File: src/rtl/lbc_pkg.sv
`timescale 1ns / 1ps
// ============================================================================
// Line break converter package
// Shared types, register indexes and character codes for the converter.
// ============================================================================
package lbc_pkg;

    localparam int CHAR_W              = 16;
    localparam int CFG_W               = 2;
    localparam int CFG_INDEX_W         = 2;
    localparam int DEFAULT_CHAR_BITS   = 16;
    localparam int DEFAULT_QUEUE_DEPTH = 2;

    localparam logic [CFG_INDEX_W-1:0] REG_SOURCE = 2'd0;
    localparam logic [CFG_INDEX_W-1:0] REG_DEST   = 2'd1;

    localparam logic [CFG_W-1:0] SRC_ANY  = 2'd0;
    localparam logic [CFG_W-1:0] SRC_CR   = 2'd1;
    localparam logic [CFG_W-1:0] SRC_LF   = 2'd2;
    localparam logic [CFG_W-1:0] SRC_CRLF = 2'd3;

    localparam logic [CFG_W-1:0] DST_CR    = 2'd0;
    localparam logic [CFG_W-1:0] DST_LF    = 2'd1;
    localparam logic [CFG_W-1:0] DST_CRLF  = 2'd2;
    localparam logic [CFG_W-1:0] DST_SPACE = 2'd3;

    localparam logic [CFG_W-1:0] SOURCE_RESET = SRC_ANY;
    localparam logic [CFG_W-1:0] DEST_RESET   = DST_LF;

    localparam logic [CHAR_W-1:0] CODE_CR    = 16'd13;
    localparam logic [CHAR_W-1:0] CODE_LF    = 16'd10;
    localparam logic [CHAR_W-1:0] CODE_SPACE = 16'd32;

    typedef struct packed {
        logic [CHAR_W-1:0] char_in;
        logic              last_in;
    } in_item_t;

    typedef struct packed {
        logic [CHAR_W-1:0] char_out;
        logic              has_char;
        logic              last_out;
    } out_item_t;

    // One queued command: a first character, and for a CRLF break a trailing LF.
    typedef struct packed {
        logic [CHAR_W-1:0] ch;
        logic              has_char;
        logic              pair;
        logic              last;
    } cmd_t;

    typedef enum logic {
        BK_FIRST,
        BK_SECOND
    } back_state_t;

endpackage

File: src/rtl/lbc_front.sv
`timescale 1ns / 1ps
// ============================================================================
// Line break converter front end
// Holds the configuration and the pending CR flag, classifies each input
// character and pushes one command per character that yields a result.
// ============================================================================
module lbc_front #(
    parameter int CHAR_BITS = lbc_pkg::DEFAULT_CHAR_BITS
) (
    input  logic                                 clk,
    input  logic                                 rst_n,
    input  logic                                 in_valid,
    output logic                                 in_ready,
    input  lbc_pkg::in_item_t                    in_data,
    input  logic                                 cfg_wen,
    input  logic [lbc_pkg::CFG_INDEX_W-1:0]      cfg_index,
    input  logic [lbc_pkg::CFG_W-1:0]            cfg_data,
    input  logic                                 q_full,
    output logic                                 q_push,
    output lbc_pkg::cmd_t                        q_cmd
);

    localparam logic [lbc_pkg::CHAR_W-1:0] CHAR_MASK =
        lbc_pkg::CHAR_W'((33'd1 << CHAR_BITS) - 33'd1);

    logic [lbc_pkg::CFG_W-1:0]  src_reg;
    logic [lbc_pkg::CFG_W-1:0]  dst_reg;
    logic                       pending_reg;
    logic                       pending_next;
    logic [lbc_pkg::CHAR_W-1:0] c;
    logic                       accept;
    logic                       same;
    logic                       pairing;
    logic                       swallow;
    logic                       is_break;

    assign in_ready = !q_full;
    assign accept   = in_valid && in_ready;
    assign c        = in_data.char_in & CHAR_MASK;

    assign pairing = (src_reg == lbc_pkg::SRC_ANY) || (src_reg == lbc_pkg::SRC_CRLF);
    assign same    = ((src_reg == lbc_pkg::SRC_CR)   && (dst_reg == lbc_pkg::DST_CR))
                  || ((src_reg == lbc_pkg::SRC_LF)   && (dst_reg == lbc_pkg::DST_LF))
                  || ((src_reg == lbc_pkg::SRC_CRLF) && (dst_reg == lbc_pkg::DST_CRLF));
    assign swallow = !same && pending_reg && pairing && (c == lbc_pkg::CODE_LF);

    always_comb
    begin
        unique case (src_reg)
            lbc_pkg::SRC_ANY: is_break = (c == lbc_pkg::CODE_CR) || (c == lbc_pkg::CODE_LF);
            lbc_pkg::SRC_LF:  is_break = (c == lbc_pkg::CODE_LF);
            default:          is_break = (c == lbc_pkg::CODE_CR);
        endcase
    end

    always_comb
    begin
        q_cmd.ch       = c;
        q_cmd.has_char = 1'b1;
        q_cmd.pair     = 1'b0;
        q_cmd.last     = in_data.last_in;
        pending_next   = 1'b0;
        priority if (same)
        begin
            pending_next = 1'b0;
        end
        else if (swallow)
        begin
            q_cmd.ch       = '0;
            q_cmd.has_char = 1'b0;
        end
        else if (is_break)
        begin
            pending_next = pairing && (c == lbc_pkg::CODE_CR);
            unique case (dst_reg)
                lbc_pkg::DST_CR:   q_cmd.ch = lbc_pkg::CODE_CR;
                lbc_pkg::DST_LF:   q_cmd.ch = lbc_pkg::CODE_LF;
                lbc_pkg::DST_CRLF:
                begin
                    q_cmd.ch   = lbc_pkg::CODE_CR;
                    q_cmd.pair = 1'b1;
                end
                default:           q_cmd.ch = lbc_pkg::CODE_SPACE;
            endcase
        end
        else
        begin
            pending_next = 1'b0;
        end
        if (in_data.last_in)
        begin
            pending_next = 1'b0;
        end
    end

    assign q_push = accept && !(swallow && !in_data.last_in);

    always_ff @(posedge clk or negedge rst_n)
    begin
        if (!rst_n)
        begin
            src_reg     <= lbc_pkg::SOURCE_RESET;
            dst_reg     <= lbc_pkg::DEST_RESET;
            pending_reg <= 1'b0;
        end
        else
        begin
            if (cfg_wen && (cfg_index == lbc_pkg::REG_SOURCE))
            begin
                src_reg <= cfg_data;
            end
            if (cfg_wen && (cfg_index == lbc_pkg::REG_DEST))
            begin
                dst_reg <= cfg_data;
            end
            if (accept)
            begin
                pending_reg <= pending_next;
            end
        end
    end

    // A transaction that ends a string leaves no CR pending.
    assert property (@(posedge clk) disable iff (!rst_n)
        accept && in_data.last_in |=> !pending_reg)
        else $error("pending CR survived the end of a string");

endmodule

File: src/rtl/lbc_queue.sv
`timescale 1ns / 1ps
// ============================================================================
// Line break converter command queue
// Small register queue that decouples the front end from the back end.
// ============================================================================
module lbc_queue #(
    parameter int DEPTH = lbc_pkg::DEFAULT_QUEUE_DEPTH
) (
    input  logic          clk,
    input  logic          rst_n,
    input  logic          push,
    input  lbc_pkg::cmd_t push_cmd,
    input  logic          pop,
    output logic          full,
    output logic          head_valid,
    output lbc_pkg::cmd_t head_cmd
);

    localparam int PTR_W = (DEPTH > 1) ? $clog2(DEPTH) : 1;
    localparam int CNT_W = $clog2(DEPTH + 1);
    localparam logic [PTR_W-1:0] LAST_PTR = PTR_W'(DEPTH - 1);
    localparam logic [CNT_W-1:0] FULL_CNT = CNT_W'(DEPTH);

    lbc_pkg::cmd_t    mem_reg [DEPTH];
    logic [PTR_W-1:0] wr_ptr_reg;
    logic [PTR_W-1:0] rd_ptr_reg;
    logic [CNT_W-1:0] count_reg;
    logic             do_push;
    logic             do_pop;

    assign full       = (count_reg == FULL_CNT);
    assign head_valid = (count_reg != '0);
    assign head_cmd   = mem_reg[rd_ptr_reg];
    assign do_push    = push && !full;
    assign do_pop     = pop && head_valid;

    always_ff @(posedge clk)
    begin
        if (do_push)
        begin
            mem_reg[wr_ptr_reg] <= push_cmd;
        end
    end

    always_ff @(posedge clk or negedge rst_n)
    begin
        if (!rst_n)
        begin
            wr_ptr_reg <= '0;
            rd_ptr_reg <= '0;
            count_reg  <= '0;
        end
        else
        begin
            if (do_push)
            begin
                wr_ptr_reg <= (wr_ptr_reg == LAST_PTR) ? '0 : wr_ptr_reg + PTR_W'(1);
            end
            if (do_pop)
            begin
                rd_ptr_reg <= (rd_ptr_reg == LAST_PTR) ? '0 : rd_ptr_reg + PTR_W'(1);
            end
            if (do_push && !do_pop)
            begin
                count_reg <= count_reg + CNT_W'(1);
            end
            else if (do_pop && !do_push)
            begin
                count_reg <= count_reg - CNT_W'(1);
            end
        end
    end

    assert property (@(posedge clk) disable iff (!rst_n) count_reg <= FULL_CNT)
        else $error("queue count beyond depth");

    assert property (@(posedge clk) disable iff (!rst_n) push |-> !full)
        else $error("push into a full queue");

endmodule

File: src/rtl/lbc_back.sv
`timescale 1ns / 1ps
// ============================================================================
// Line break converter back end
// Expands each queued command into one or two results and holds them in an
// output register until the downstream side takes them.
// ============================================================================
module lbc_back (
    input  logic               clk,
    input  logic               rst_n,
    input  logic               head_valid,
    input  lbc_pkg::cmd_t      head_cmd,
    output logic               pop,
    output logic               out_valid,
    input  logic               out_ready,
    output lbc_pkg::out_item_t out_data
);

    lbc_pkg::back_state_t state_reg;
    lbc_pkg::back_state_t state_next;
    lbc_pkg::out_item_t   out_reg;
    lbc_pkg::out_item_t   out_next;
    logic                 out_valid_reg;
    logic                 out_valid_next;
    logic                 load;

    assign out_valid = out_valid_reg;
    assign out_data  = out_reg;
    assign load      = !out_valid_reg || out_ready;

    always_comb
    begin
        state_next     = state_reg;
        out_next       = out_reg;
        out_valid_next = out_valid_reg && !out_ready;
        pop            = 1'b0;
        if (load)
        begin
            unique case (state_reg)
                lbc_pkg::BK_FIRST:
                begin
                    if (head_valid)
                    begin
                        out_valid_next    = 1'b1;
                        out_next.char_out = head_cmd.ch;
                        out_next.has_char = head_cmd.has_char;
                        if (head_cmd.pair)
                        begin
                            out_next.last_out = 1'b0;
                            state_next        = lbc_pkg::BK_SECOND;
                        end
                        else
                        begin
                            out_next.last_out = head_cmd.last;
                            pop               = 1'b1;
                        end
                    end
                end
                lbc_pkg::BK_SECOND:
                begin
                    out_valid_next    = 1'b1;
                    out_next.char_out = lbc_pkg::CODE_LF;
                    out_next.has_char = 1'b1;
                    out_next.last_out = head_cmd.last;
                    pop               = 1'b1;
                    state_next        = lbc_pkg::BK_FIRST;
                end
                default:
                begin
                    state_next = lbc_pkg::BK_FIRST;
                end
            endcase
        end
    end

    always_ff @(posedge clk or negedge rst_n)
    begin
        if (!rst_n)
        begin
            state_reg     <= lbc_pkg::BK_FIRST;
            out_valid_reg <= 1'b0;
        end
        else
        begin
            state_reg     <= state_next;
            out_valid_reg <= out_valid_next;
        end
    end

    always_ff @(posedge clk)
    begin
        out_reg <= out_next;
    end

    // The second half of a CRLF break still has its command at the queue head.
    assert property (@(posedge clk) disable iff (!rst_n)
        (state_reg == lbc_pkg::BK_SECOND) |-> head_valid)
        else $error("second break character without a queued command");

    // The first half of a CRLF break is never marked last.
    assert property (@(posedge clk) disable iff (!rst_n)
        (state_reg == lbc_pkg::BK_SECOND) |-> (out_valid_reg && !out_reg.last_out))
        else $error("first half of a CRLF break is missing or marked last");

endmodule

File: src/rtl/line_break_converter.sv
`timescale 1ns / 1ps
// ============================================================================
// Line break converter
// Converts a character stream between CR, LF and CRLF line break conventions, or turns breaks into spaces.
//
//   Channel  Direction  Handshake             Payload
//   in       input      in_valid / in_ready   in_data   (char_in, last_in)
//   out      output     out_valid / out_ready out_data  (char_out, has_char, last_out)
//   cfg      input      cfg_wen               cfg_index, cfg_data
//
// One character per cycle is sustained while the output takes every result and no
// break becomes CRLF; such a break leaves the single output register of the back end
// as a CR and then an LF, and holds its command in the queue meanwhile.
// A lone LF swallowed after a CR yields no transaction unless it ends a string.
// Reset is asynchronous and active low; it restores the default conventions.
// Stalls on the output fill the command queue and then drop in_ready.
// ============================================================================
module line_break_converter #(
    parameter int CHAR_BITS   = lbc_pkg::DEFAULT_CHAR_BITS,
    parameter int QUEUE_DEPTH = lbc_pkg::DEFAULT_QUEUE_DEPTH
) (
    input  logic                            clk,
    input  logic                            rst_n,
    input  logic                            in_valid,
    output logic                            in_ready,
    input  lbc_pkg::in_item_t               in_data,
    output logic                            out_valid,
    input  logic                            out_ready,
    output lbc_pkg::out_item_t              out_data,
    input  logic                            cfg_wen,
    input  logic [lbc_pkg::CFG_INDEX_W-1:0] cfg_index,
    input  logic [lbc_pkg::CFG_W-1:0]       cfg_data
);

    logic          q_full;
    logic          q_push;
    logic          q_pop;
    logic          q_head_valid;
    lbc_pkg::cmd_t q_push_cmd;
    lbc_pkg::cmd_t q_head_cmd;

    lbc_front #(
        .CHAR_BITS (CHAR_BITS)
    ) u_front (
        .clk       (clk),
        .rst_n     (rst_n),
        .in_valid  (in_valid),
        .in_ready  (in_ready),
        .in_data   (in_data),
        .cfg_wen   (cfg_wen),
        .cfg_index (cfg_index),
        .cfg_data  (cfg_data),
        .q_full    (q_full),
        .q_push    (q_push),
        .q_cmd     (q_push_cmd)
    );

    lbc_queue #(
        .DEPTH (QUEUE_DEPTH)
    ) u_queue (
        .clk        (clk),
        .rst_n      (rst_n),
        .push       (q_push),
        .push_cmd   (q_push_cmd),
        .pop        (q_pop),
        .full       (q_full),
        .head_valid (q_head_valid),
        .head_cmd   (q_head_cmd)
    );

    lbc_back u_back (
        .clk        (clk),
        .rst_n      (rst_n),
        .head_valid (q_head_valid),
        .head_cmd   (q_head_cmd),
        .pop        (q_pop),
        .out_valid  (out_valid),
        .out_ready  (out_ready),
        .out_data   (out_data)
    );

endmodule

File: config.mk
export PLATFORM = sky130hd
export DESIGN_NAME = line_break_converter
export DESIGN_NICKNAME = d
export VERILOG_FILES = /design/src/rtl/lbc_pkg.sv /design/src/rtl/lbc_front.sv /design/src/rtl/lbc_queue.sv /design/src/rtl/lbc_back.sv /design/src/rtl/line_break_converter.sv
export SDC_FILE = /design/constraint.sdc
export NUM_CORES = 1
export LEC_CHECK = 0
export BUFFER_PORTS_ARGS = -buffer_cell sky130_fd_sc_hd__buf_2
export CAP_MARGIN = 20
export CORE_UTILIZATION = 50
export DETAILED_ROUTE_END_ITERATION = 7
export PLACE_DENSITY = 0.82
export SLEW_MARGIN = 40
export SYNTH_ARGS = -nofsm -noshare
export SYNTH_HDL_FRONTEND = slang
export SYNTH_SLANG_ARGS = --single-unit
File: constraint.sdc
create_clock -name clk -period 5 [get_ports clk]
set_input_delay 0.5 -clock clk [delete_from_list [all_inputs] [get_ports clk]]
set_output_delay 0.5 -clock clk [all_outputs]
set_load 0.03 [all_outputs]
After elaboration in Yosys (flattened, before gate mapping)
Memory sizes are Yosys's and may differ from the RTL's.
Cells that the tools add are included.
{"block": "word_totals", "out_inout_bits": 20, "n_memories": 1, "mem_bits_rw": 38, "inputBits": 26, "register_bits": 29, "elab_cells": 96}
{"block": "op_classes", "n_addsub": 4, "reduce_logical": 37, "n_bitwise": 1, "eq_ne": 10, "n_mux": 32}
{"name": "u_queue.mem_reg", "depth": 2, "width": 19, "read_ports": 1, "rd_ports_with_merged_regs": 0, "wr": 1, "line_no": "lbc_queue.sv:24", "source": "lbc_pkg::cmd_t mem_reg [DEPTH];"}
{"operator": "2-to-1 mux 18 bit", "n": 2}
{"operator": "case mux 18 bit (2 select lines)", "n": 1}
{"operator": "== test 16 x 4 -> 1 bit, second input constant", "n": 2}
{"operator": "2-to-1 mux 16 bit", "n": 2}
{"operator": "2-to-1 mux 1 bit", "n": 20}
{"operator": "logical AND 1 bit", "n": 17}
{"operator": "case mux 6 bit (2 select lines)", "n": 1}
{"operator": "== test 2 bit, second input constant", "n": 4}
{"operator": "zero test 1 bit", "n": 8}
{"operator": "case mux 1 bit (2 select lines)", "n": 4}
{"operator": "== test 2 x 1 -> 1 bit, second input constant", "n": 3}
{"operator": "zero test 2 bit", "n": 3}
{"operator": "logical OR 1 bit", "n": 5}
{"operator": "2-to-1 mux 2 bit", "n": 2}
{"operator": "nonzero test 2 bit", "n": 2}
{"operator": "adder 1 bit, second input constant", "n": 2}
{"operator": "adder 2 x 1 -> 2 bit, second input constant", "n": 1}
{"operator": "!= test 2 bit, second input constant", "n": 1}
{"operator": "AND reduction 2 bit", "n": 1}
{"operator": "OR reduction 2 bit", "n": 1}
{"operator": "subtractor 2 x 1 -> 2 bit, second input constant", "n": 1}
{"operator": "NOT 1 bit", "n": 1}

Logic depth before layout (Yosys ltp)
{"block": "logic_depth", "depth_word": 16, "depth_mapped": 10, "ltp_nobuf": 10}

Cells and area by module
A second synthesis with hierarchy kept.
{"block": "hier_totals", "hier_cells": 204, "area_unflattened_um2": 3055.4}
{"mod": "lbc_queue", "cells_per_inst": 78, "area_each_um2": 1666.6, "instances": 1, "seq_area_each_um2": 1241.2}
{"mod": "lbc_back", "cells_per_inst": 50, "area_each_um2": 785.8, "instances": 1, "seq_area_each_um2": 590.6}
{"mod": "lbc_front", "cells_per_inst": 76, "area_each_um2": 603.1, "instances": 1, "seq_area_each_um2": 126.4}

Least setup slack after synthesis
Ideal clock, no wire load.
{"block": "synth_path", "path_type": "register to register", "from": "reg u_front.src_reg[1] (netlist bit)", "to": "mem u_queue.mem_reg[0][0] (netlist bit), enable pin", "synth_period_minus_slack_ns": 2.503, "path_stages_with_launch": 8, "path_slack_ns": 2.497, "setup_ns": 0.397, "arrival_time_ns": 2.106, "required_ns": 4.603, "path_buffers": 0, "cell_sequence": "dfrtp_1 -> inv_1 -> ha_1 -> mux2_4 -> a22oi_2 -> and3_4 -> a21oi_4 -> nor2b_1"}
{"block": "synth_via", "elab_chain_len": 14, "word_cells_on_any_way": 20, "cone_classes": "eq/ne (3); mux (2); reduce/logical (15)"}
{"item": "from (decl)", "line_no": "lbc_front.sv:26", "source": "logic [lbc_pkg::CFG_W-1:0] src_reg;"}
{"item": "from (signal assigned)", "line_no": "lbc_front.sv:102", "source": "src_reg <= lbc_pkg::SOURCE_RESET;"}
{"item": "from (signal assigned)", "line_no": "lbc_front.sv:110", "source": "src_reg <= cfg_data;"}
{"item": "== test 2 x 1 -> 1 bit or == test 2 bit (tied branches)", "line_no": "lbc_front.sv:42, lbc_front.sv:43"}
{"item": "logical AND 1 bit (on tied branches)", "line_no": "lbc_front.sv:42, lbc_front.sv:43"}
{"item": "logical OR 1 bit", "line_no": "lbc_front.sv:43", "source": "|| ((src_reg == lbc_pkg::SRC_LF) && (dst_reg == lbc_pkg::DST_LF))"}
{"item": "logical OR 1 bit", "line_no": "lbc_front.sv:44", "source": "|| ((src_reg == lbc_pkg::SRC_CRLF) && (dst_reg == lbc_pkg::DST_CRLF));"}
{"item": "zero test 1 bit", "line_no": "lbc_front.sv:45", "source": "assign swallow = !same && pending_reg && pairing && (c == lbc_pkg::CODE_LF);"}
{"item": "logical AND 1 bit", "line_no": "lbc_front.sv:45"}
{"item": "logical AND 1 bit (*) (2 in series)", "line_no": "lbc_front.sv:45"}
{"item": "logical AND 1 bit (*)", "line_no": "lbc_front.sv:96", "source": "assign q_push = accept && !(swallow && !in_data.last_in);"}
{"item": "zero test 1 bit (*)", "line_no": "lbc_front.sv:96"}
{"item": "logical AND 1 bit (*)", "line_no": "lbc_front.sv:96"}
{"item": "logical AND 1 bit (*)", "line_no": "lbc_queue.sv:34", "source": "assign do_push = push && !full;"}
{"item": "via u_queue.do_push", "line_no": "lbc_queue.sv:28", "source": "logic do_push;"}
{"item": "2-to-1 mux 1 bit (*)", "line_no": "lbc_queue.sv:39", "source": "if (do_push)"}
{"item": "2-to-1 mux 1 bit (not written as such) (*)", "line_no": "lbc_queue.sv:41", "source": "mem_reg[wr_ptr_reg] <= push_cmd;"}
{"item": "to (decl)", "line_no": "lbc_queue.sv:24"}
The timed path passes the listed nets; every way through them passes the cells marked *.

Worst setup path in the final report
{"block": "layout_path", "from": "reg u_front.src_reg[0] (netlist bit)", "to": "reg u_queue.count_reg[1]"}
{"block": "layout_via", "elab_chain_len": 15, "word_cells_on_any_way": 23, "cone_classes": "eq/ne (3); mux (1); reduce/logical (19)"}
{"item": "== test 2 x 1 -> 1 bit or == test 2 bit (tied branches)", "line_no": "lbc_front.sv:42, lbc_front.sv:43"}
{"item": "logical AND 1 bit (on tied branches)", "line_no": "lbc_front.sv:42, lbc_front.sv:43"}
{"item": "logical OR 1 bit", "line_no": "lbc_front.sv:43"}
{"item": "logical OR 1 bit", "line_no": "lbc_front.sv:44"}
{"item": "zero test 1 bit", "line_no": "lbc_front.sv:45"}
{"item": "logical AND 1 bit", "line_no": "lbc_front.sv:45"}
{"item": "logical AND 1 bit (*) (2 in series)", "line_no": "lbc_front.sv:45"}
{"item": "logical AND 1 bit (*)", "line_no": "lbc_front.sv:96"}
{"item": "zero test 1 bit (*)", "line_no": "lbc_front.sv:96"}
{"item": "logical AND 1 bit (*)", "line_no": "lbc_front.sv:96"}
{"item": "logical AND 1 bit (*)", "line_no": "lbc_queue.sv:34"}
{"item": "via u_queue.do_push", "line_no": "lbc_queue.sv:28"}
{"item": "zero test 1 bit", "line_no": "lbc_queue.sv:67", "source": "else if (do_pop && !do_push)"}
{"item": "logical AND 1 bit", "line_no": "lbc_queue.sv:67"}
{"item": "nonzero test 2 bit (no line)"}
{"item": "to (signal assigned)", "line_no": "lbc_queue.sv:65", "source": "count_reg <= count_reg + CNT_W'(1);"}
{"item": "to (signal assigned)", "line_no": "lbc_queue.sv:69", "source": "count_reg <= count_reg - CNT_W'(1);"}
{"item": "to (decl)", "line_no": "lbc_queue.sv:27", "source": "logic [CNT_W-1:0] count_reg;"}
Marked as above.
A chain may end at the register's enable or synchronous reset.

==> results.toml <==
[synth]
seq_area_frac_synth_pct = 70.43
synth_flop_cell = "edfxtp_1"
syn_nets = 220
synthDistinctLibCells = 36
synthCells = 189
avgSynthCellArea_um2 = 14.71
synth_async_sr_flop_share_pct = 16.42
ys_warn_count = 0
syn_area_um2 = 2780
ys_ff_latch = 67
synth-edff-count = 56

[cells_and_area]
fin_cells = 307
multi_input_area_um2 = 742.0
layout_commonest_cell = "edfxtp_1"
layout-drive-gt1-share_pct = 30.80
seq_area_um2 = 1959
fill_cells = 385
layout_common_cells = "edfxtp_1 (56), buf_2 (45), nor2_1 (25), mux2i_1 (18)"
antennaDiodeCount = 0
area.growth.synth_to_final_pct = 17.24
largest_reg_flops = 38
fin_nets = 263
fin_util_pct = 62.23

[sta]
whs_ns = 0.01668
rsz0062_at_grt = "false"
final_max_slew_viol_count = 0
final.setup.tns_ns = 0
finClkSkew_ns = 0.005407
setup_viol = 0
hold_viol = 0
worst_pin_slew_ns = 0.6995
min_period_over_period_pct = 44.73
finalCriticalPeriod_ns = 2.236
max_freq_ghz = 0.4472
timing.slew.headroom_pct = 53.37

[setup_path]
cp_max_fo = 5
required_ns = 5.26
cpMaxStageDelayCell = "nor4b_2"
cp.arrival_ns = 2.50
start_kind = "register"
r2r_end = "u_queue.count_reg[1]"
r2r_slack_ns = 2.76
r2r-start = "u_front.src_reg[0]"
path_cells = "inv_1 -> ha_1 -> nor4b_2 -> and3_4 -> a21oi_4 -> ha_1 -> xor2_1 -> nor2_1 -> xor2_1"
crit_type = "register to register"
slowest_delay_ns = 0.39
end_kind = "register"
r2r_cells = 9

[drt]
drt-pass1-iter-count = 4
wirelength_mm = 4.397
wl_per_cell_um = 14.32
via_count = 1560
ant_nets = 0
via_per_inst = 5.081
drt-initial-drc-count = 43
drc = 0

[global_routing]
overflow = 0
grt_max_degree = 24
grtUsageTotal_pct = 17.32
grt_pass1_vias = 1579
antenna_found_initial = 0
grt_pass1_wl_mm = 7.424

[place]
io_buffers = 45
dpl.hpwl_mm = 3.087
gp_congestion = 0.8087
placed_cells = 291

[floorplan]
ios = 46
chipHeight_um = 76.57
initial_core_util_pct = 53.08
rows = 26
dieArea_um2 = 5862
core_area_um2 = 5238
die_w_um = 76.57

[clock_network]
cts.path.max_buffers = 2
cts.htree.levels = 3
insertion_delay_ns = 0.34
cts_root_buf = "clkbuf_8"
clk_pin_slew_ns = 0.07
hold_buffers = 0
ctsResizeCount = 0
cts_setup_buffers = 0
numCtsBuffers = 9
cts.sinks = 67
cts_tree = "yes"

[flow_run]
drv_cap = 0

[run_status]
status = "finished, final reports clean"

[power]
p_leak_nw = 1.314
power_density_nw_per_um2 = 599.1
irDropWorstVdd_mv = 0.2499

[worst_hold_path]
min_path_type = "primary input to async pin"
## layout make-up
type,instances,area share [%]
sequential,67,60.12
multi-input combinational,101,22.76
tap,70,2.687
clock buffer,10,3.916
timing repair buffer,47,7.370
inverter,6,0.6910
clock inverter,6,2.457
## worst max-delay path: cells and delay by family (launching register included)
kind,cells,cell delay [ns]
adder cells (fa/ha/maj),2,0.52
buffers and inverters,1,0.09
AO/OA/AOI/OAI,1,0.07
AND/OR/NAND/NOR,3,0.81
XOR/XNOR,2,0.29
flip-flops,1,0.38
## through the flow
stage / worst slack [ns] / total power [mW] / instance area [µm²]
floorplan: 2.497 / 1.343 / 2780
global placement: 2.555 / 1.489 / 3049
detailed placement: 2.510 / 1.503 / 3050
CTS: 2.561 / 1.975 / 3258
global route: 2.604 / 2.057 / 3259
finish: 2.764 / 1.953 / 3259
## power breakdown
part | switching, mW | leakage (nW) | total (mW) | internal (mW)
Clock | 0.194 | 0.110 | 0.471 | 0.277
Sequential | 0.110 | 0.653 | 0.935 | 0.825
Combinational | 0.351 | 0.551 | 0.547 | 0.196
Total | 0.654 | 1.31 | 1.95 | 1.30
## worst max-delay path by stage
stage	from	to	slack, ns	cells past startpoint
floorplan	u_front.src_reg[1]	u_queue.mem_reg[0][0]	2.50	7
finish	u_front.src_reg[0]	u_queue.count_reg[1]	2.76	9
detailed placement	in_data[4]	u_queue.mem_reg[1][14]	2.51	6
global placement	in_data[4]	u_queue.mem_reg[1][9]	2.56	6
global route	u_front.src_reg[0]	u_queue.count_reg[1]	2.60	9
CTS	u_front.src_reg[1]	u_queue.mem_reg[1][6]	2.56	7
## per-layer routing
| metal | track usage [%] | share of wire, % | up-vias | wire length, µm |
|---|---|---|---|---|
| met5 | 0 | 0 | - | 0 |
| met4 | 7.692 | 2.3 | 0 | 101 |
| met3 | 6.946 | 4.2 | 10 | 186 |
| met2 | 29.19 | 51 | 41 | 2262 |
| met1 | 19.27 | 42 | 745 | 1846 |
| li1 | - | - | 764 | - |
## cells by family after synthesis
group	after synthesis	synth area share, %
AO/OA/AOI/OAI	15	4.726
XOR/XNOR	5	1.575
adder cells (fa/ha/maj)	5	2.250
buffers and inverters	21	2.925
flip-flops	67	70.43
multiplexers	21	7.830
AND/OR/NAND/NOR	55	10.26
## synthesized netlist by cell type (4+ instances only)
library cell  instances  share of area (%)
edfxtp_1             56                 60
nor2_1               25                3.4
mux2i_1              18                6.5
clkbuf_1             13                1.8
dfrtp_1              10                9.0
nor2b_1               7                1.6
inv_1                 6               0.81
ha_1                  5                2.3
nand2_1               5               0.68
nand2b_1              4               0.90
Power figures use the tool's default switching activity.
